`config.mk`:
```
export PLATFORM = sky130hd
export DESIGN_NAME = side_button_event_qualifier
export DESIGN_NICKNAME = d
export VERILOG_FILES = /design/src/rtl/sbq_pkg.sv /design/src/rtl/sbq_cfg.sv /design/src/rtl/sbq_core.sv /design/src/rtl/side_button_event_qualifier.sv
export SDC_FILE = /design/constraint.sdc
export NUM_CORES = 1
export LEC_CHECK = 0
export ABC_AREA = 1
export BUFFER_PORTS_ARGS = -buffer_cell sky130_fd_sc_hd__clkbuf_2
export CAP_MARGIN = 5
export CORE_MARGIN = 4
export CORE_UTILIZATION = 55
export CTS_BUF_LIST = sky130_fd_sc_hd__clkbuf_8
export CTS_CLUSTER_SIZE = 8
export DETAILED_ROUTE_END_ITERATION = 8
export HOLD_SLACK_MARGIN = 0.03
export PLACE_DENSITY = 0.77
export SLEW_MARGIN = 20
export SYNTH_ARGS = -nofsm -noshare
export SYNTH_HDL_FRONTEND = slang
export SYNTH_SLANG_ARGS = --single-unit
```
`constraint.sdc`:
```
create_clock -name clk -period 8.42 [get_ports clk]
set_input_delay 0 -clock clk [delete_from_list [all_inputs] [get_ports clk]]
set_output_delay 0 -clock clk [all_outputs]
set_load 0.1 [all_outputs]
```
`src/rtl/sbq_pkg.sv`:
```
package sbq_pkg;

  // Request kinds carried in the input tuser field.
  localparam logic [1:0] REQ_POLL   = 2'd0;
  localparam logic [1:0] REQ_INJECT = 2'd1;
  localparam logic [1:0] REQ_HOLD   = 2'd2;

  // Configuration register indexes.
  localparam logic [1:0] REG_PMU_PRESENT = 2'd0;
  localparam logic [1:0] REG_BOOT_HOLD   = 2'd1;
  localparam logic [1:0] REG_SCAN_PERIOD = 2'd2;
  localparam logic [1:0] REG_EMIT_GAP    = 2'd3;

  // Register reset values.
  localparam logic [15:0] BOOT_HOLD_RST   = 16'd45;
  localparam logic [15:0] SCAN_PERIOD_RST = 16'd35;
  localparam logic [15:0] EMIT_GAP_RST    = 16'd350;

  // Event mask bits.
  localparam logic [7:0] EV_BOOT = 8'h01;
  localparam logic [7:0] EV_PWR  = 8'h02;

  typedef struct packed {
    logic        pmu_present;
    logic [15:0] boot_hold_ms;
    logic [15:0] scan_period_ms;
    logic [15:0] emit_gap_ms;
  } cfg_t;

  typedef struct packed {
    logic [1:0]  req_type;
    logic [31:0] now_ms;
    logic        boot_pressed;
    logic        key_fall_irq;
    logic        key_rise_irq;
    logic        key_short_irq;
    logic [7:0]  inject_bits;
    logic        hold_value;
  } item_t;

  typedef struct packed {
    logic [7:0] events;
    logic       key_held;
    logic       scan_done;
    logic       clear_irq;
  } result_t;

endpackage

```
`src/rtl/sbq_cfg.sv`:
```
module sbq_cfg
  import sbq_pkg::*;
(
  input  logic        clk,
  input  logic        rst_n,
  input  logic        wr_en,
  input  logic [1:0]  wr_addr,
  input  logic [15:0] wr_data,
  output cfg_t        cfg
);

  cfg_t cfg_r;

  // Register file, one write per transaction.
  always_ff @(posedge clk) begin
    if (!rst_n) begin
      cfg_r.pmu_present    <= 1'b0;
      cfg_r.boot_hold_ms   <= BOOT_HOLD_RST;
      cfg_r.scan_period_ms <= SCAN_PERIOD_RST;
      cfg_r.emit_gap_ms    <= EMIT_GAP_RST;
    end else if (wr_en) begin
      unique case (wr_addr)
        REG_PMU_PRESENT: cfg_r.pmu_present    <= wr_data[0];
        REG_BOOT_HOLD:   cfg_r.boot_hold_ms   <= wr_data;
        REG_SCAN_PERIOD: cfg_r.scan_period_ms <= wr_data;
        REG_EMIT_GAP:    cfg_r.emit_gap_ms    <= wr_data;
        default: ;
      endcase
    end
  end

  assign cfg = cfg_r;

endmodule

```
`src/rtl/sbq_core.sv`:
```
module sbq_core
  import sbq_pkg::*;
(
  input  logic    clk,
  input  logic    rst_n,
  input  cfg_t    cfg,
  input  logic    fire,
  input  item_t   item,
  output result_t res
);

  logic [7:0]  pending_inject_r, pending_inject_nxt;
  logic        boot_armed_r, boot_armed_nxt;
  logic        boot_start_valid_r, boot_start_valid_nxt;
  logic [31:0] boot_start_time_r, boot_start_time_nxt;
  logic [31:0] last_scan_time_r, last_scan_time_nxt;
  logic        held_latch_r, held_latch_nxt;
  logic [31:0] last_emit_time_r, last_emit_time_nxt;

  logic [31:0] boot_elapsed;
  logic [31:0] scan_elapsed;
  logic [31:0] emit_elapsed;
  logic        hold_met;
  logic        scan_due;
  logic        emit_open;

  // Elapsed times use wrapping subtraction.
  assign boot_elapsed = item.now_ms - boot_start_time_r;
  assign scan_elapsed = item.now_ms - last_scan_time_r;
  assign emit_elapsed = item.now_ms - last_emit_time_r;
  assign hold_met  = boot_elapsed >= {16'd0, cfg.boot_hold_ms};
  assign scan_due  = cfg.pmu_present && (scan_elapsed >= {16'd0, cfg.scan_period_ms});
  assign emit_open = emit_elapsed >= {16'd0, cfg.emit_gap_ms};

  // Next state and result for the item in the input register.
  always_comb begin
    logic [7:0] ev;
    logic       scanned;
    logic       clr;
    ev                   = 8'd0;
    scanned              = 1'b0;
    clr                  = 1'b0;
    pending_inject_nxt   = pending_inject_r;
    boot_armed_nxt       = boot_armed_r;
    boot_start_valid_nxt = boot_start_valid_r;
    boot_start_time_nxt  = boot_start_time_r;
    last_scan_time_nxt   = last_scan_time_r;
    held_latch_nxt       = held_latch_r;
    last_emit_time_nxt   = last_emit_time_r;

    unique case (item.req_type)
      REQ_INJECT: pending_inject_nxt = pending_inject_r | item.inject_bits;
      REQ_HOLD:   held_latch_nxt = item.hold_value;
      REQ_POLL: begin
        ev = pending_inject_r;
        pending_inject_nxt = 8'd0;

        // Boot button qualification: the first down poll only starts the timer.
        if (item.boot_pressed) begin
          if (!boot_start_valid_r) begin
            boot_start_valid_nxt = 1'b1;
            boot_start_time_nxt  = item.now_ms;
          end else if (boot_armed_r && hold_met) begin
            boot_armed_nxt = 1'b0;
            ev = ev | EV_BOOT;
          end
        end else begin
          boot_start_valid_nxt = 1'b0;
          boot_start_time_nxt  = 32'd0;
          boot_armed_nxt       = 1'b1;
        end

        // Power key scan; a rise flag wins over a fall flag.
        if (scan_due) begin
          last_scan_time_nxt = item.now_ms;
          scanned = 1'b1;
          if (item.key_fall_irq) begin
            held_latch_nxt = 1'b1;
            clr = 1'b1;
          end
          if (item.key_rise_irq) begin
            held_latch_nxt = 1'b0;
            clr = 1'b1;
          end
          if (item.key_short_irq) begin
            ev = ev | EV_PWR;
            clr = 1'b1;
          end
        end

        // Rate limit on emitted events.
        if (ev != 8'd0) begin
          if (!emit_open) begin
            ev = 8'd0;
          end else begin
            last_emit_time_nxt = item.now_ms;
          end
        end
      end
      default: ;
    endcase

    res.events    = ev;
    res.key_held  = held_latch_nxt & cfg.pmu_present;
    res.scan_done = scanned;
    res.clear_irq = clr;
  end

  // State registers advance once per item handed to the result register.
  always_ff @(posedge clk) begin
    if (!rst_n) begin
      pending_inject_r   <= 8'd0;
      boot_armed_r       <= 1'b1;
      boot_start_valid_r <= 1'b0;
      boot_start_time_r  <= 32'd0;
      last_scan_time_r   <= 32'd0;
      held_latch_r       <= 1'b0;
      last_emit_time_r   <= 32'd0;
    end else if (fire) begin
      pending_inject_r   <= pending_inject_nxt;
      boot_armed_r       <= boot_armed_nxt;
      boot_start_valid_r <= boot_start_valid_nxt;
      boot_start_time_r  <= boot_start_time_nxt;
      last_scan_time_r   <= last_scan_time_nxt;
      held_latch_r       <= held_latch_nxt;
      last_emit_time_r   <= last_emit_time_nxt;
    end
  end

  // The boot event can only fire while armed, and disarms the qualifier.
  assert property (@(posedge clk) disable iff (!rst_n)
    fire && res.events[0] && !pending_inject_r[0] |=> !boot_armed_r)
    else $error("boot event did not disarm the qualifier");

  // A started hold timer is only ever cleared by a release.
  assert property (@(posedge clk) disable iff (!rst_n)
    boot_start_valid_r && !fire |=> boot_start_valid_r)
    else $error("hold timer lost without an item");

  // An interrupt clear request only comes out of a scan.
  assert property (@(posedge clk) disable iff (!rst_n)
    res.clear_irq |-> res.scan_done)
    else $error("clear request without a scan");

endmodule

```
`src/rtl/side_button_event_qualifier.sv`:
```
// An accepted transaction passes through the input register and then the result register;
// one transaction per cycle is accepted unless input stalls. The input register and the result
// register each hold one item, so input stalls only when both are full and out_tready is low.
// The state update for an item is one pass of compare logic in sbq_core.
// Reset (rst_n, synchronous, active low) empties both registers, loads the
// register defaults and returns the qualifier state to its idle values.
module side_button_event_qualifier
  import sbq_pkg::*;
(
  input  logic        clk,
  input  logic        rst_n,
  // Input channel.
  input  logic        in_tvalid,
  output logic        in_tready,
  // tdata: now_ms[31:0], boot_pressed[32], key_fall_irq[33], key_rise_irq[34],
  //        key_short_irq[35], inject_bits[43:36], hold_value[44], zero [47:45]
  input  logic [47:0] in_tdata,
  // tuser: req_type[1:0]
  input  logic [1:0]  in_tuser,
  // Result channel.
  output logic        out_tvalid,
  input  logic        out_tready,
  // tdata: events[7:0], key_held[8], scan_done[9], clear_irq[10], zero [15:11]
  output logic [15:0] out_tdata,
  // Configuration write channel.
  input  logic        cfg_valid,
  output logic        cfg_ready,
  input  logic [1:0]  cfg_addr,
  input  logic [15:0] cfg_data
);

  cfg_t    cfg;
  item_t   item_r;
  logic    in_valid_r;
  result_t res;
  result_t res_r;
  logic    out_valid_r;
  logic    advance;
  logic    fire;

  // Configuration is always accepted.
  assign cfg_ready = 1'b1;

  sbq_cfg u_cfg (
    .clk     (clk),
    .rst_n   (rst_n),
    .wr_en   (cfg_valid),
    .wr_addr (cfg_addr),
    .wr_data (cfg_data),
    .cfg     (cfg)
  );

  // Pipeline control: the input register moves on when the result register frees.
  assign advance   = !out_valid_r || out_tready;
  assign fire      = in_valid_r && advance;
  assign in_tready = !in_valid_r || advance;

  // Input register.
  always_ff @(posedge clk) begin
    if (!rst_n) begin
      in_valid_r <= 1'b0;
    end else if (in_tready) begin
      in_valid_r <= in_tvalid;
    end
  end

  always_ff @(posedge clk) begin
    if (in_tready && in_tvalid) begin
      item_r.req_type      <= in_tuser;
      item_r.now_ms        <= in_tdata[31:0];
      item_r.boot_pressed  <= in_tdata[32];
      item_r.key_fall_irq  <= in_tdata[33];
      item_r.key_rise_irq  <= in_tdata[34];
      item_r.key_short_irq <= in_tdata[35];
      item_r.inject_bits   <= in_tdata[43:36];
      item_r.hold_value    <= in_tdata[44];
    end
  end

  sbq_core u_core (
    .clk   (clk),
    .rst_n (rst_n),
    .cfg   (cfg),
    .fire  (fire),
    .item  (item_r),
    .res   (res)
  );

  // Result register.
  always_ff @(posedge clk) begin
    if (!rst_n) begin
      out_valid_r <= 1'b0;
    end else if (advance) begin
      out_valid_r <= in_valid_r;
    end
  end

  always_ff @(posedge clk) begin
    if (fire) begin
      res_r <= res;
    end
  end

  assign out_tvalid = out_valid_r;
  assign out_tdata  = {5'd0, res_r.clear_irq, res_r.scan_done, res_r.key_held, res_r.events};

  // Input stalls only when both stages hold an item.
  assert property (@(posedge clk) disable iff (!rst_n)
    !in_tready |-> in_valid_r && out_valid_r && !out_tready)
    else $error("input stalled with room in the pipeline");

  // An item waiting in the input register is not dropped while the output stalls.
  assert property (@(posedge clk) disable iff (!rst_n)
    in_valid_r && !advance |=> in_valid_r && $stable(item_r))
    else $error("waiting item lost");

  // A delivered result is replaced only by a new item or the register empties.
  assert property (@(posedge clk) disable iff (!rst_n)
    out_valid_r && out_tready && !in_valid_r |=> !out_valid_r)
    else $error("result repeated");

endmodule
```
* Yosys cells after proc, flatten, opt, wreduce, memory -nomap -nowiden
Index checks and enable logic that the tools add are counted.
** Operators by class
- Reduce and logical (&&, ||, !) cells :: 23
- Multiplexer cells :: 23
- Order comparisons :: 3
- Bitwise logic cells :: 2
- Add/subtract/negate cells :: 3
- Equal/unequal tests :: 8
** Operators by type and width (count)
- $ge 32x16->1 :: 3
- $sub 32x32->32 :: 3
- $mux 32 :: 2
- $mux 8 :: 3
- $pmux 8 s2 :: 1
- $mux 1 :: 14
- $reduce_and 2->1 :: 7
- $or 8x8->8 :: 1
- $reduce_and 4->1 :: 2
- $reduce_bool 8->1 :: 1
- $eq 2x2->1 const B :: 3
- $reduce_and 3->1 :: 2
- $eq 2x1->1 const B :: 2
- $logic_and 1x1->1 :: 4
- $logic_not 2->1 :: 2
- $mux 2 :: 2
- $ne 2x1->1 const B :: 2
- $logic_not 1->1 :: 2
- $logic_or 1x1->1 :: 2
- $ne 2x2->1 const B :: 1
- $pmux 1 s2 :: 1
- $reduce_bool 2->1 :: 1
- $and 1x1->1 :: 1
** Storage, ports and cells
- Output and inout port bits :: 19
- Bits in registers :: 216
- Input bits :: 73
- Word-level logic and storage cells :: 87

* Longest topological paths before layout
Gate-level depths: netlist of run 1.
- Depth in word-level cells :: 11
- Gate-level depth with buffers :: 30
- Mapped depth without buffers :: 29

* Modules after synthesis
Synthesis of run 1 repeated with hierarchy kept, for this count alone.
** Second synthesis, totals
- Cells, all modules :: 2598
- Area total of the unflattened synthesis :: 16573.4 um2
** Modules (own cells, without submodules)
- sbq_core :: area an instance 12703.4 um2, cells each 2226, seq. area each 2142.1 um2, times used 1
- sbq_cfg :: area an instance 1980.6 um2, cells each 293, seq. area each 980.9 um2, times used 1
- side_button_event_qualifier :: area an instance 1889.3 um2, cells each 79, seq. area each 1781.7 um2, times used 1

* Least setup slack after synthesis of run 1
Ideal clock, no wire load.
- Path kind :: register to register
- Start :: register item_r[13] in the netlist's numbering
- End :: register res_r (netlist bit out_tdata[0]), data pin
- Arrival :: 3153 ps
- Buffers on the path :: 0
- Library setup time :: 266 ps
- Stages on the path, launching flop included :: 27
- Clock period less this slack :: 3419 ps
- Data required time :: 8154 ps
- Path slack :: 5001 ps
- Cell sequence :: edfxtp_1 > inv_1 > ha_1 > inv_1 > fa_1 > nand3_1 > nand3_1 > nand2_1 > nand2_1 > nand2_1 > nand2_1 > xor2_1 > ha_1 > nand2_1 > nor2_1 > a211oi_1 > nand3_1 > nor2_1 > nand3_1 > nor2_1 > nand2_1 > nand3_1 > nand2_1 > inv_2 > nand2_4 > nand3_1 > a21oi_1
** On the way
- Longest elaborated chain between the ends :: 11
- Elaborated cells on any way between the ends :: 17
- Classes of those cells :: add/sub: 3; order compare: 3; mux: 8; reduce/logical: 3
** Ends and longest elaborated chain
- from (decl) :: RTL line side_button_event_qualifier.sv:33 : item_t item_r;
- $sub 32x32->32 :: RTL line sbq_core.sv:28 : assign boot_elapsed = item.now_ms - boot_start_time_r;
- $ge 32x16->1 :: RTL line sbq_core.sv:31 : assign hold_met = boot_elapsed >= {16'd0, cfg.boot_hold_ms};
- $logic_and 1x1->1 :: RTL line sbq_core.sv:63 : end else if (boot_armed_r && hold_met) begin
- $mux 1 :: RTL line sbq_core.sv:63
- $mux 1 :: RTL line sbq_core.sv:60 : if (!boot_start_valid_r) begin
- $mux 1 :: RTL line sbq_core.sv:59 : if (item.boot_pressed) begin
- $mux 2 :: RTL line sbq_core.sv:85 : if (item.key_short_irq) begin
- $mux 2 :: RTL line sbq_core.sv:74 : if (scan_due) begin
- $mux 8 :: RTL line sbq_core.sv:51 : unique case (item.req_type)
- $reduce_bool 8->1 / $mux 8 (equally long branches) :: RTL line sbq_core.sv:92, sbq_core.sv:93
- $mux 8 (*) :: RTL line sbq_core.sv:92 : if (ev != 8'd0) begin
- to (signal assigned) :: RTL line side_button_event_qualifier.sv:100 : res_r <= res;
- to (decl) :: RTL line side_button_event_qualifier.sv:36 : result_t res_r;
Every way passes the cells marked *; elsewhere a longest branch is shown, timed or not. The select of a mux whose other input is x is not followed.
A chain may end at the register's enable or synchronous reset.

* Worst setup path in the final report of run 1
- Start :: register item_r[13] in the netlist's numbering
- End :: register u_core.last_emit_time_r[15]
** On the way
- Longest elaborated chain between the ends :: 11
- Elaborated cells on any way between the ends :: 16
- Classes of those cells :: add/sub: 3; order compare: 3; mux: 6; reduce/logical: 4
** Ends and longest elaborated chain
- $sub 32x32->32 :: RTL line sbq_core.sv:28
- $ge 32x16->1 :: RTL line sbq_core.sv:31
- $logic_and 1x1->1 :: RTL line sbq_core.sv:63
- $mux 1 :: RTL line sbq_core.sv:63
- $mux 1 :: RTL line sbq_core.sv:60
- $mux 1 :: RTL line sbq_core.sv:59
- $mux 2 :: RTL line sbq_core.sv:85
- $mux 2 :: RTL line sbq_core.sv:74
- $mux 8 :: RTL line sbq_core.sv:51
- $reduce_bool 8->1 :: RTL line sbq_core.sv:92
- $reduce_and 4->1 (no source line) (*)
- to (signal assigned) :: RTL line sbq_core.sv:126 : last_emit_time_r <= last_emit_time_nxt;
- to (decl) :: RTL line sbq_core.sv:18 : logic [31:0] last_emit_time_r, last_emit_time_nxt;
Marked as above.

==> impl_results.md, run 1 <==
- Seq/Total Area, Yosys: 0.3046
- Unique masters post-synth: 45
- Largest stage delay, worst path: 0.50 ns
- Worst EP arrival: 5.41 ns
- Post-synth EDFFs: 58
- DR DRC count: 0
- Crit start category: flip-flop
- Clock Latency Late Sink: 0.54 ns
- CTS buffer count: 39
- Synth Area in Compound Gates: 0.1165
- Final hold viol count: 0
- DIE AREA: 32080 um2
- Final min period: 4.986 ns
- Post-Synth XOR/XNOR Area: 0.02557
- Vias in the first global route: 15700
- Largest net degree at the start of global routing: 63
- Hold_ws: 0.1486 ns
- Multi-input gate area: 8992 um2
- Routed Antenna Nets: 0
- Area delta synth->final: 13.37%
- Cell mode on critical path: nand2_1
- Port buffer count: 82
- Initial antenna violation count: 0
- Register area: 4905 um2
- Slew Limit Headroom: 0.2941
- CTS Sinks: 216
- H-tree depth: 2
- Max-cap violations: 0
- Most frequent cells in the layout: 741 x nand2_1, 514 x inv_1, 232 x a21oi_1
- Post-route clock skew: 0.02406 ns
- Mapped Cells: 2506
- Layout cell share with drive strength beyond 1: 0.06954
- Total negative setup slack: 0 ns
- Worst Setup End Kind: flip-flop
- Via density: 5.219
- RSZ-0062 raised after global routing: no
- Commonest non-fill, non-tap cell in the layout: nand2_1
- Fin crit share: 0.5922
- Post-synth ARST share: 0
- DR WL/cell: 15.39 um
- Nets@finish: 2880
- FF+latch count, synth: 216
- Die Y: 179.1 um
- Pwr Density: 154.9 nW/um2
- Antenna cells: 0
- Clock root cell: clkbuf_8
- Slew @ Worst Pin: 1.058 ns
- CTS tree: done
- Rows: 62
- Fillers: 2667
- Slew Limit Fails: 0
- Detail Placement HPWL: 36440 um
- Total track usage: 0.2938
- Initial core utilization: 0.5594
- Status: finished, final reports clean
- Die Width: 179.1 um
- Final WL: 47290 um
- Maximum clock frequency: 0.2006 GHz
- Area share of fa/ha/maj cells after synthesis: 0.1133
- Top Ports: 92
- Pre-Repair DR Iteration Count: 7
- Worst path slowest cell: edfxtp_1
- Core Box Area: 28780 um2
- Initial drt markers: 1066
- Setup-failing EPs final: 0
- Critical path data required time: 8.84 ns
- First-pass GRT wire length: 75330 um
- Max FO, Critical Path: 34
- Cell Area, Synth: 16100 um2
- Cell leakage power: 9.364 nW
- Mux contribution to synthesized area: 0
- Crit Path Category: reg2reg
- Reg clk slew, reported paths: 0.07 ns
- Worst Hold Class: in2reg
- DR vias: 16040
- Mean Syn Cell Area: 6.425 um2
- Remaining global-route overflow: 0
- GP Congestion: 0.9538
- Synth Area in Simple Gates: 0.3013
- Top_reg_cell synth: dfxtp_1
- Combinational family with the most area after synthesis: simple AND/OR/NAND/NOR gates
- Max clock buf depth: 3
- Peak VDD IR: 0.0001329 V
- Synth warnings: 0
## logic make-up (layout without fill, tap and decap cells)
logic type,Yosys count,in the layout
DFF,216,216
other,2,6
adders and majority gates,144,144
AOI/OAI and AO/OA,358,358
and+or+nand+nor,1167,1167
buffers and inverters,572,751
xor gates and xnor gates,47,47
## final cells by class
type	count	share of cell area
clock buffers	41	0.03091
clock inverters	26	0.007197
inverters	518	0.1065
multi-input cells	1722	0.4926
flip-flops and latches	216	0.2687
well taps	384	0.02632
repair buffers	166	0.06772
## through the flow
| step | worst slack (ns) | util | power (mW) | area [um2] | std cells |
|---|---|---|---|---|---|
| floorplan | 5.001 | - | 1.707 | 16120 | 2510 |
| global placement | 3.626 | 0.5829 | 1.869 | 16770 | 2928 |
| detailed placement | 3.573 | 0.5829 | 1.890 | 16770 | 2928 |
| CTS | 3.537 | 0.6342 | 2.831 | 18250 | 3073 |
| global route | 3.159 | 0.6342 | 2.998 | 18250 | 3073 |
| finish | 3.434 | 0.6342 | 2.828 | 18250 | 3073 |
## report_power, final
part	switching, mW	internal (mW)	total [mW]	leakage, nW
clock	0.439	0.478	0.917	0.418
combinational	0.491	0.268	0.759	7.10
sequential	0.0398	1.11	1.15	1.85
total	0.970	1.86	2.83	9.36
## flip-flops by register name, indices dropped and copies added (netlist names), 8 cells and up
name / count
out_tdata: 11
u_core.boot_start_time_r: 32
u_cfg.cfg: 49
u_core.pending_inject_r: 8
item_r: 47
u_core.last_emit_time_r: 32
u_core.last_scan_time_r: 32
## critical path, delay by kind of cell, from the launching register on
family	cells	cell delay (ns)
compound gates	2	0.33
xor+xnor	1	0.19
fa+ha+maj	3	0.85
buf+inv	4	0.50
flops	1	0.50
simple gates	18	2.48
## synth_stat cells (2+ instances only)
| cell | n | area share |
|---|---|---|
| nand2_1 | 742 | 0.17 |
| inv_1 | 498 | 0.12 |
| a21oi_1 | 232 | 0.072 |
| nor2_1 | 207 | 0.048 |
| dfxtp_1 | 158 | 0.20 |
| ha_1 | 141 | 0.11 |
| nand3_1 | 93 | 0.029 |
| o21ai_0 | 81 | 0.025 |
| edfxtp_1 | 58 | 0.11 |
| nand4_1 | 54 | 0.021 |
| xor2_1 | 44 | 0.024 |
| clkbuf_1 | 27 | 0.0063 |
| inv_2 | 20 | 0.0047 |
| nor3_1 | 20 | 0.0062 |
| nand2_2 | 13 | 0.0051 |
| o21ai_1 | 13 | 0.0040 |
| buf_2 | 9 | 0.0028 |
| nand3b_1 | 9 | 0.0042 |
| o211ai_1 | 7 | 0.0033 |
| a21o_1 | 6 | 0.0028 |
| buf_1 | 6 | 0.0014 |
| buf_4 | 6 | 0.0028 |
| buf_6 | 6 | 0.0042 |
| nor2_2 | 6 | 0.0023 |
| nor4_1 | 6 | 0.0023 |
| o21a_1 | 6 | 0.0028 |
| o21bai_1 | 5 | 0.0023 |
| a211oi_1 | 4 | 0.0019 |
| and2_1 | 3 | 0.0012 |
| and3_1 | 3 | 0.0012 |
| fa_1 | 3 | 0.0037 |
| nor3_2 | 3 | 0.0019 |
| xnor2_1 | 3 | 0.0016 |
| conb_1 | 2 | 0.00047 |
| nand2_4 | 2 | 0.0014 |
## metal layers
layer | vias to the layer above | GRT usage | routed length [um]
met5 | - | 0 | 0
met4 | 0 | 0.1177 | 1967
met3 | 139 | 0.04892 | 3054
met2 | 491 | 0.5207 | 22640
met1 | 7213 | 0.3541 | 19620
li1 | 8195 | - | -
## timing repair
item                      CTS  global route
hold buffers               78             0
resized for setup           0             0
buffers inserted            0             0
hold endpoints to repair   98             0
## worst paths after layout
path / start / endpoint / slack, ns / depth (start not counted)
setup / recovery: item_r[13]$_DFFE_PP_ / u_core.last_emit_time_r[15]$_SDFFE_PN0P_ / 3.43 / 28
hold / removal: rst_n / u_core.last_scan_time_r[20]$_SDFFE_PN0P_ / 0.15 / 3
setup reg to reg: item_r[13]$_DFFE_PP_ / u_core.last_emit_time_r[15]$_SDFFE_PN0P_ / 3.43 / 28
hold reg to reg: u_core.last_scan_time_r[19]$_SDFFE_PN0P_ / u_core.last_scan_time_r[19]$_SDFFE_PN0P_ / 0.46 / 2
(Power assumes the default switching activity.)
==> inputs of run 2 (changes only) <==
==> constraint.sdc (replaced) <==
create_clock -name clk -period 5 [get_ports clk]
set_input_delay 0 -clock clk [delete_from_list [all_inputs] [get_ports clk]]
set_output_delay 0 -clock clk [all_outputs]
set_load 0.1 [all_outputs]
==> run 2 against run 1 <==
Net effect: global-route usage up 0.35 points; final cell count grew 0.16%; via count grew 0.77%; clock power is 84% higher; combinational power grew 69%; setup slack worse by 3.1 ns; die area unchanged; critical path type unchanged; critical endpoint is now u_core.last_emit_time_r[1]$_SDFFE_PN0P_; highest routed layer unchanged.
==> impl_results.md, run 2 (synthesis results as in run 1) <==
- Status: finished, final reports clean
- Clock Latency Late Sink: 0.54 ns
- Clock root cell: clkbuf_8
- First-pass GRT wire length: 76010 um
- Seq pwr share: 0.396
- Most frequent cells in the layout: 742 x nand2_1, 507 x inv_1, 232 x a21oi_1
- Initial antenna violation count: 0
- Largest stage delay, worst path: 0.52 ns
- Core Box Area: 28780 um2
- Final min period: 4.633 ns
- Largest net degree at the start of global routing: 68
- DIE AREA: 32080 um2
- DR WL/cell: 15.66 um
- Top Ports: 92
- R2R Path End: u_core.last_emit_time_r[1]$_SDFFE_PN0P_
- Final WL: 48200 um
- Reg2Reg Setup Slack: 0.37 ns
- Via density: 5.251
- Initial drt markers: 1193
- Place WS: 0.4008 ns
- Slew @ Worst Pin: 1.072 ns
- Pre-Repair DR Iteration Count: 5
- Worst hold start: rst_n
- Pwr Density: 267.4 nW/um2
- Total track usage: 0.2974
- Detail Placement HPWL: 37440 um
- Vias in the first global route: 15450
- Fin crit share: 0.9267
- Initial core utilization: 0.5594
- Slew Limit Headroom: 0.2846
- CTS buffer count: 38
- Crit start category: flip-flop
- Slew Limit Fails: 0
- Max-cap violations: 0
- Max clock buf depth: 3
- Critical path data required time: 5.43 ns
- Crit Path Category: reg2reg
- Worst Setup End Kind: flip-flop
- Final hold viol count: 0
- DR vias: 16160
- Maximum clock frequency: 0.2158 GHz
- Die Width: 179.1 um
- Internal Pwr Total: 3.263 mW
- Worst R2R Path Depth: 28
- Worst EP arrival: 5.06 ns
- Nets@finish: 2881
- CTS tree: done
- Psw: 1.652 mW
- Rows: 62
- Die Y: 179.1 um
- Largest register FFs: 49
- Post-route clock skew: 0.01839 ns
- Combinational group share of total power: 0.261
- Worst path slowest cell: edfxtp_1
- Area delta synth->final: 14.17%
- Final Util: 0.6387
- Clk pwr share: 0.343
- DR DRC count: 0
- Commonest non-fill, non-tap cell in the layout: nand2_1
- GP Congestion: 0.9807
- Hold Path Stages: 3
- Reg clk slew, reported paths: 0.07 ns
- Total negative setup slack: 0 ns
- Final WS setup: 0.3667 ns
- Setup-failing EPs final: 0
- Layout cell share with drive strength beyond 1: 0.07498
- H-tree depth: 2
- Cell leakage power: 9.416 nW
- Worst R2R Start: item_r[13]$_DFFE_PP_
- Sw Share: 0.3361
- Routed Antenna Nets: 0
- Peak VDD IR: 0.0003559 V
- Hold_ws: 0.09195 ns
- RSZ-0062 raised after global routing: no
- Hold worst-path end: u_core.last_emit_time_r[30]$_SDFFE_PN0P_
- Max FO, Critical Path: 32
- Cell mode on critical path: nand2_1
- Antenna cells: 0
- CTS Sinks: 216
- Remaining global-route overflow: 0
- Worst Hold Class: in2reg
- Port buffer count: 82
run 2: cell types whose count changed in the layout (fill, tap and decap cells not counted), sizes merged:
| cell | delta |
|---|---|
| clkbuf | +8 |
| inv | -6 |
| buf | +5 |
| dlygate4sd3 | -3 |
| clkinv | +2 |
| clkinvlp | -1 |
run 2: routing by layer:
| metal | global-route usage | wire length [um] |
|---|---|---|
| met1 | 0.3663 | 20140 |
| met2 | 0.5174 | 23140 |
| met4 | 0.1292 | 2131 |
| met3 | 0.04302 | 2793 |
| met5 | 0 | 0 |
run 2: worst max path at each step:
stage                                                to                  from  cells after the start  slack [ns]
2_1_floorplan                out_tdata[0]$_SDFFCE_PP0P_  item_r[13]$_DFFE_PP_                     26        1.58
3_3_place_gp    u_core.last_scan_time_r[5]$_SDFFE_PN0P_  item_r[13]$_DFFE_PP_                     26        0.50
3_5_place_dp    u_core.last_scan_time_r[5]$_SDFFE_PN0P_  item_r[13]$_DFFE_PP_                     26        0.40
4_1_cts         u_core.last_scan_time_r[1]$_SDFFE_PN0P_  item_r[13]$_DFFE_PP_                     26        0.32
5_1_grt        u_core.last_scan_time_r[18]$_SDFFE_PN0P_  item_r[13]$_DFFE_PP_                     26        0.04
6_report        u_core.last_emit_time_r[1]$_SDFFE_PN0P_  item_r[13]$_DFFE_PP_                     28        0.37
run 2: layout make-up:
type	count	area [um2]
multi-input cells	1722	8999
clock buffers	49	674.4
inverters	518	1944
well taps	384	480.5
fillers	2694	10400
flip-flops and latches	216	4905
repair buffers	168	1256
clock inverters	21	123.9
run 2: through the flow:
stage | total power [mW] | area [um2] | cells
floorplan | 2.874 | 16120 | 2510
global placement | 3.167 | 16820 | 2932
detailed placement | 3.198 | 16820 | 2932
CTS | 4.921 | 18370 | 3077
global route | 5.203 | 18380 | 3078
finish | 4.915 | 18380 | 3078
run 2: power by group through the flow:
stage               clock, mW  combinational [mW]  sequential (mW)
floorplan                   0               0.905             1.97
global placement            0                1.19             1.98
detailed placement          0                1.22             1.98
CTS                      1.71                1.27             1.94
global route             1.80                1.46             1.95
finish                   1.69                1.28             1.95
run 2: what timing repair did:
| item | in CTS | in global routing |
|---|---|---|
| hold buffers | 75 | 0 |
| setup buffers | 0 | 1 |
| resized for setup | 0 | 2 |
| hold endpoints to repair | 98 | 0 |
| setup endpoints to repair | 0 | 18 |
run 2: worst max-delay path: cells and delay by family, from the launching register on:
family | cells | cell delay [ns]
buffers and inverters | 4 | 0.40
DFF | 1 | 0.52
xor gates and xnor gates | 1 | 0.20
adders and majority gates | 3 | 0.93
and+or+nand+nor | 19 | 2.24
AOI/OAI and AO/OA | 1 | 0.18
==> inputs of run 3 (changes only) <==
--- a/config.mk
+++ b/config.mk
@@ -14,7 +14,8 @@
 export CTS_CLUSTER_SIZE = 8
 export DETAILED_ROUTE_END_ITERATION = 8
 export HOLD_SLACK_MARGIN = 0.03
-export PLACE_DENSITY = 0.77
+export MAX_ROUTING_LAYER = met4
+export PLACE_DENSITY = 0.73
 export SLEW_MARGIN = 20
 export SYNTH_ARGS = -nofsm -noshare
 export SYNTH_HDL_FRONTEND = slang
==> run 3 against run 2 <==
Net effect: power shrank 1.8%; register-to-register slack lost 0.03 ns; combinational power is essentially flat; non-clock buffer count grew 5; global-route usage grew 1.8 points.
==> impl_results.md, run 3 (synthesis results as in run 1) <==
- Status: finished, final reports clean
- Most frequent cells in the layout: 742 x nand2_1, 512 x inv_1, 232 x a21oi_1
- Area delta synth->final: 14.08%
- CTS tree: done
- CTS Sinks: 216
- Worst Setup End Kind: flip-flop
- Maximum clock frequency: 0.2145 GHz
- Die Width: 179.1 um
- Post-Layout Cell Count: 3083
- Final Util: 0.6382
- Pwr Total: 4.828 mW
- CTS buffer count: 38
- Pwr Density: 262.8 nW/um2
- Worst R2R Start: item_r[13]$_DFFE_PP_
- Critical path data required time: 5.46 ns
- Post-route clock skew: 0.05201 ns
- Core Box Area: 28780 um2
- Pre-Repair DR Iteration Count: 8
- Commonest non-fill, non-tap cell in the layout: nand2_1
- Initial core utilization: 0.5594
- Final min period: 4.661 ns
- Cell leakage power: 9.421 nW
- Crit start category: flip-flop
- Layout cell share with drive strength beyond 1: 0.07347
- Top Ports: 92
- Initial drt markers: 1082
- Peak VDD IR: 0.0002839 V
- Clock root cell: clkbuf_8
- Slew @ Worst Pin: 1.075 ns
- Nets@finish: 2887
- Via density: 5.240
- R2R Path End: u_core.last_scan_time_r[7]$_SDFFE_PN0P_
- Largest register FFs: 49
- First-pass GRT wire length: 77540 um
- Final WL: 50320 um
- Placed cell count: 2935
- Port buffer count: 82
- Largest net degree at the start of global routing: 87
- CP startpoint: item_r[13]$_DFFE_PP_
- Detail Placement HPWL: 37940 um
- Routed Antenna Nets: 0
- Initial antenna violation count: 4
- Max FO, Critical Path: 62
- Slew Limit Fails: 0
- Final hold viol count: 0
- H-tree depth: 2
- Worst EP arrival: 5.12 ns
- GP Congestion: 1.018
- Total negative setup slack: 0 ns
- DIE AREA: 32080 um2
- Max clock buf depth: 3
- Total track usage: 0.3153
- DR vias: 16150
- Die Y: 179.1 um
- Worst Hold Class: in2reg
- Crit Path Category: reg2reg
- Remaining global-route overflow: 0
- Reg2Reg Setup Slack: 0.34 ns
- Setup-failing EPs final: 0
- Rows: 62
- DR DRC count: 0
- Crit path to: u_core.last_scan_time_r[7]$_SDFFE_PN0P_
- DR WL/cell: 16.32 um
- Reg clk slew, reported paths: 0.06 ns
- Fin crit share: 0.9323
- Clock Latency Late Sink: 0.57 ns
- Place WS: 0.4084 ns
- Vias in the first global route: 15380
- RSZ-0062 raised after global routing: no
- Final WS setup: 0.3387 ns
- Max-cap violations: 0
- Worst R2R Path Depth: 26
- Slew Limit Headroom: 0.2828
[run 3: routing by layer]
layer  global-route usage  vias to the layer above  part of all wire
li1                     -                     8186                 -
met3              0.04450                      135             0.059
met4               0.1177                        0             0.039
met1               0.3774                     7324              0.42
met5                    -                        -                 0
met2               0.5411                      509              0.48
[run 3: layout make-up]
cell class	count	area [um2]
fillers	2686	10410
multi-input cells	1723	9007
flip-flops and latches	216	4905
inverters	518	1944
repair buffers	173	1301
clock buffers	42	578.1
well taps	384	480.5
clock inverters	23	141.4
diodes	4	10.01
[run 3: worst max-delay path, stage by stage, from the launching register on]
cell	delay [ns]
edfxtp_1	0.42
inv_1	0.18
ha_1	0.24
inv_1	0.10
fa_1	0.43
nand3_1	0.09
nand3_1	0.13
nand2_1	0.10
nand2_1	0.09
nand2_1	0.11
nand2_1	0.16
xor2_1	0.19
ha_1	0.30
nand2_1	0.07
nor2_1	0.05
a211oi_1	0.17
nand3_1	0.10
nor2_1	0.20
nand3_1	0.15
nor2_1	0.12
nand2_1	0.16
nand2_1	0.19
inv_2	0.11
nand2_4	0.08
buf_12	0.24
o21ai_0	0.15
a21oi_1	0.18
[run 3: what timing repair did]
action	4_1_cts	5_1_grt
setup endpoints to repair	0	27
hold buffers	78	0
gates resized for setup	0	1
hold endpoints to repair	121	0
setup buffers	0	0
[run 3: how the worst min path moves through the flow]
stage / start / endpoint / slack (ns) / depth (start not counted)
after floorplan: in_tdata[44] / item_r[0]$_DFFE_PP_ / 0.1 / 0
after global placement: in_tdata[40] / item_r[5]$_DFFE_PP_ / 0.18 / 1
after global routing: in_tdata[2] / item_r[15]$_DFFE_PP_ / 0.14 / 2
final: in_tdata[10] / item_r[23]$_DFFE_PP_ / 0.16 / 2
after detailed placement: in_tdata[23] / item_r[36]$_DFFE_PP_ / 0.18 / 1
after CTS: in_tdata[4] / item_r[17]$_DFFE_PP_ / 0.12 / 2
[run 3: through the flow]
step	cell area, um2	hold slack (ns)
after floorplan	16120	0.09887
after global placement	16840	0.1765
after detailed placement	16840	0.1786
after CTS	18340	0.1208
after global routing	18370	0.1434
final	18370	0.1552
[run 3: power by group]
group | total (mW) | internal [mW] | switching [mW] | leakage (nW)
Sequential | 1.94 | 1.87 | 0.0714 | 1.85
Combinational | 1.30 | 0.457 | 0.842 | 7.15
Clock | 1.59 | 0.830 | 0.755 | 0.420
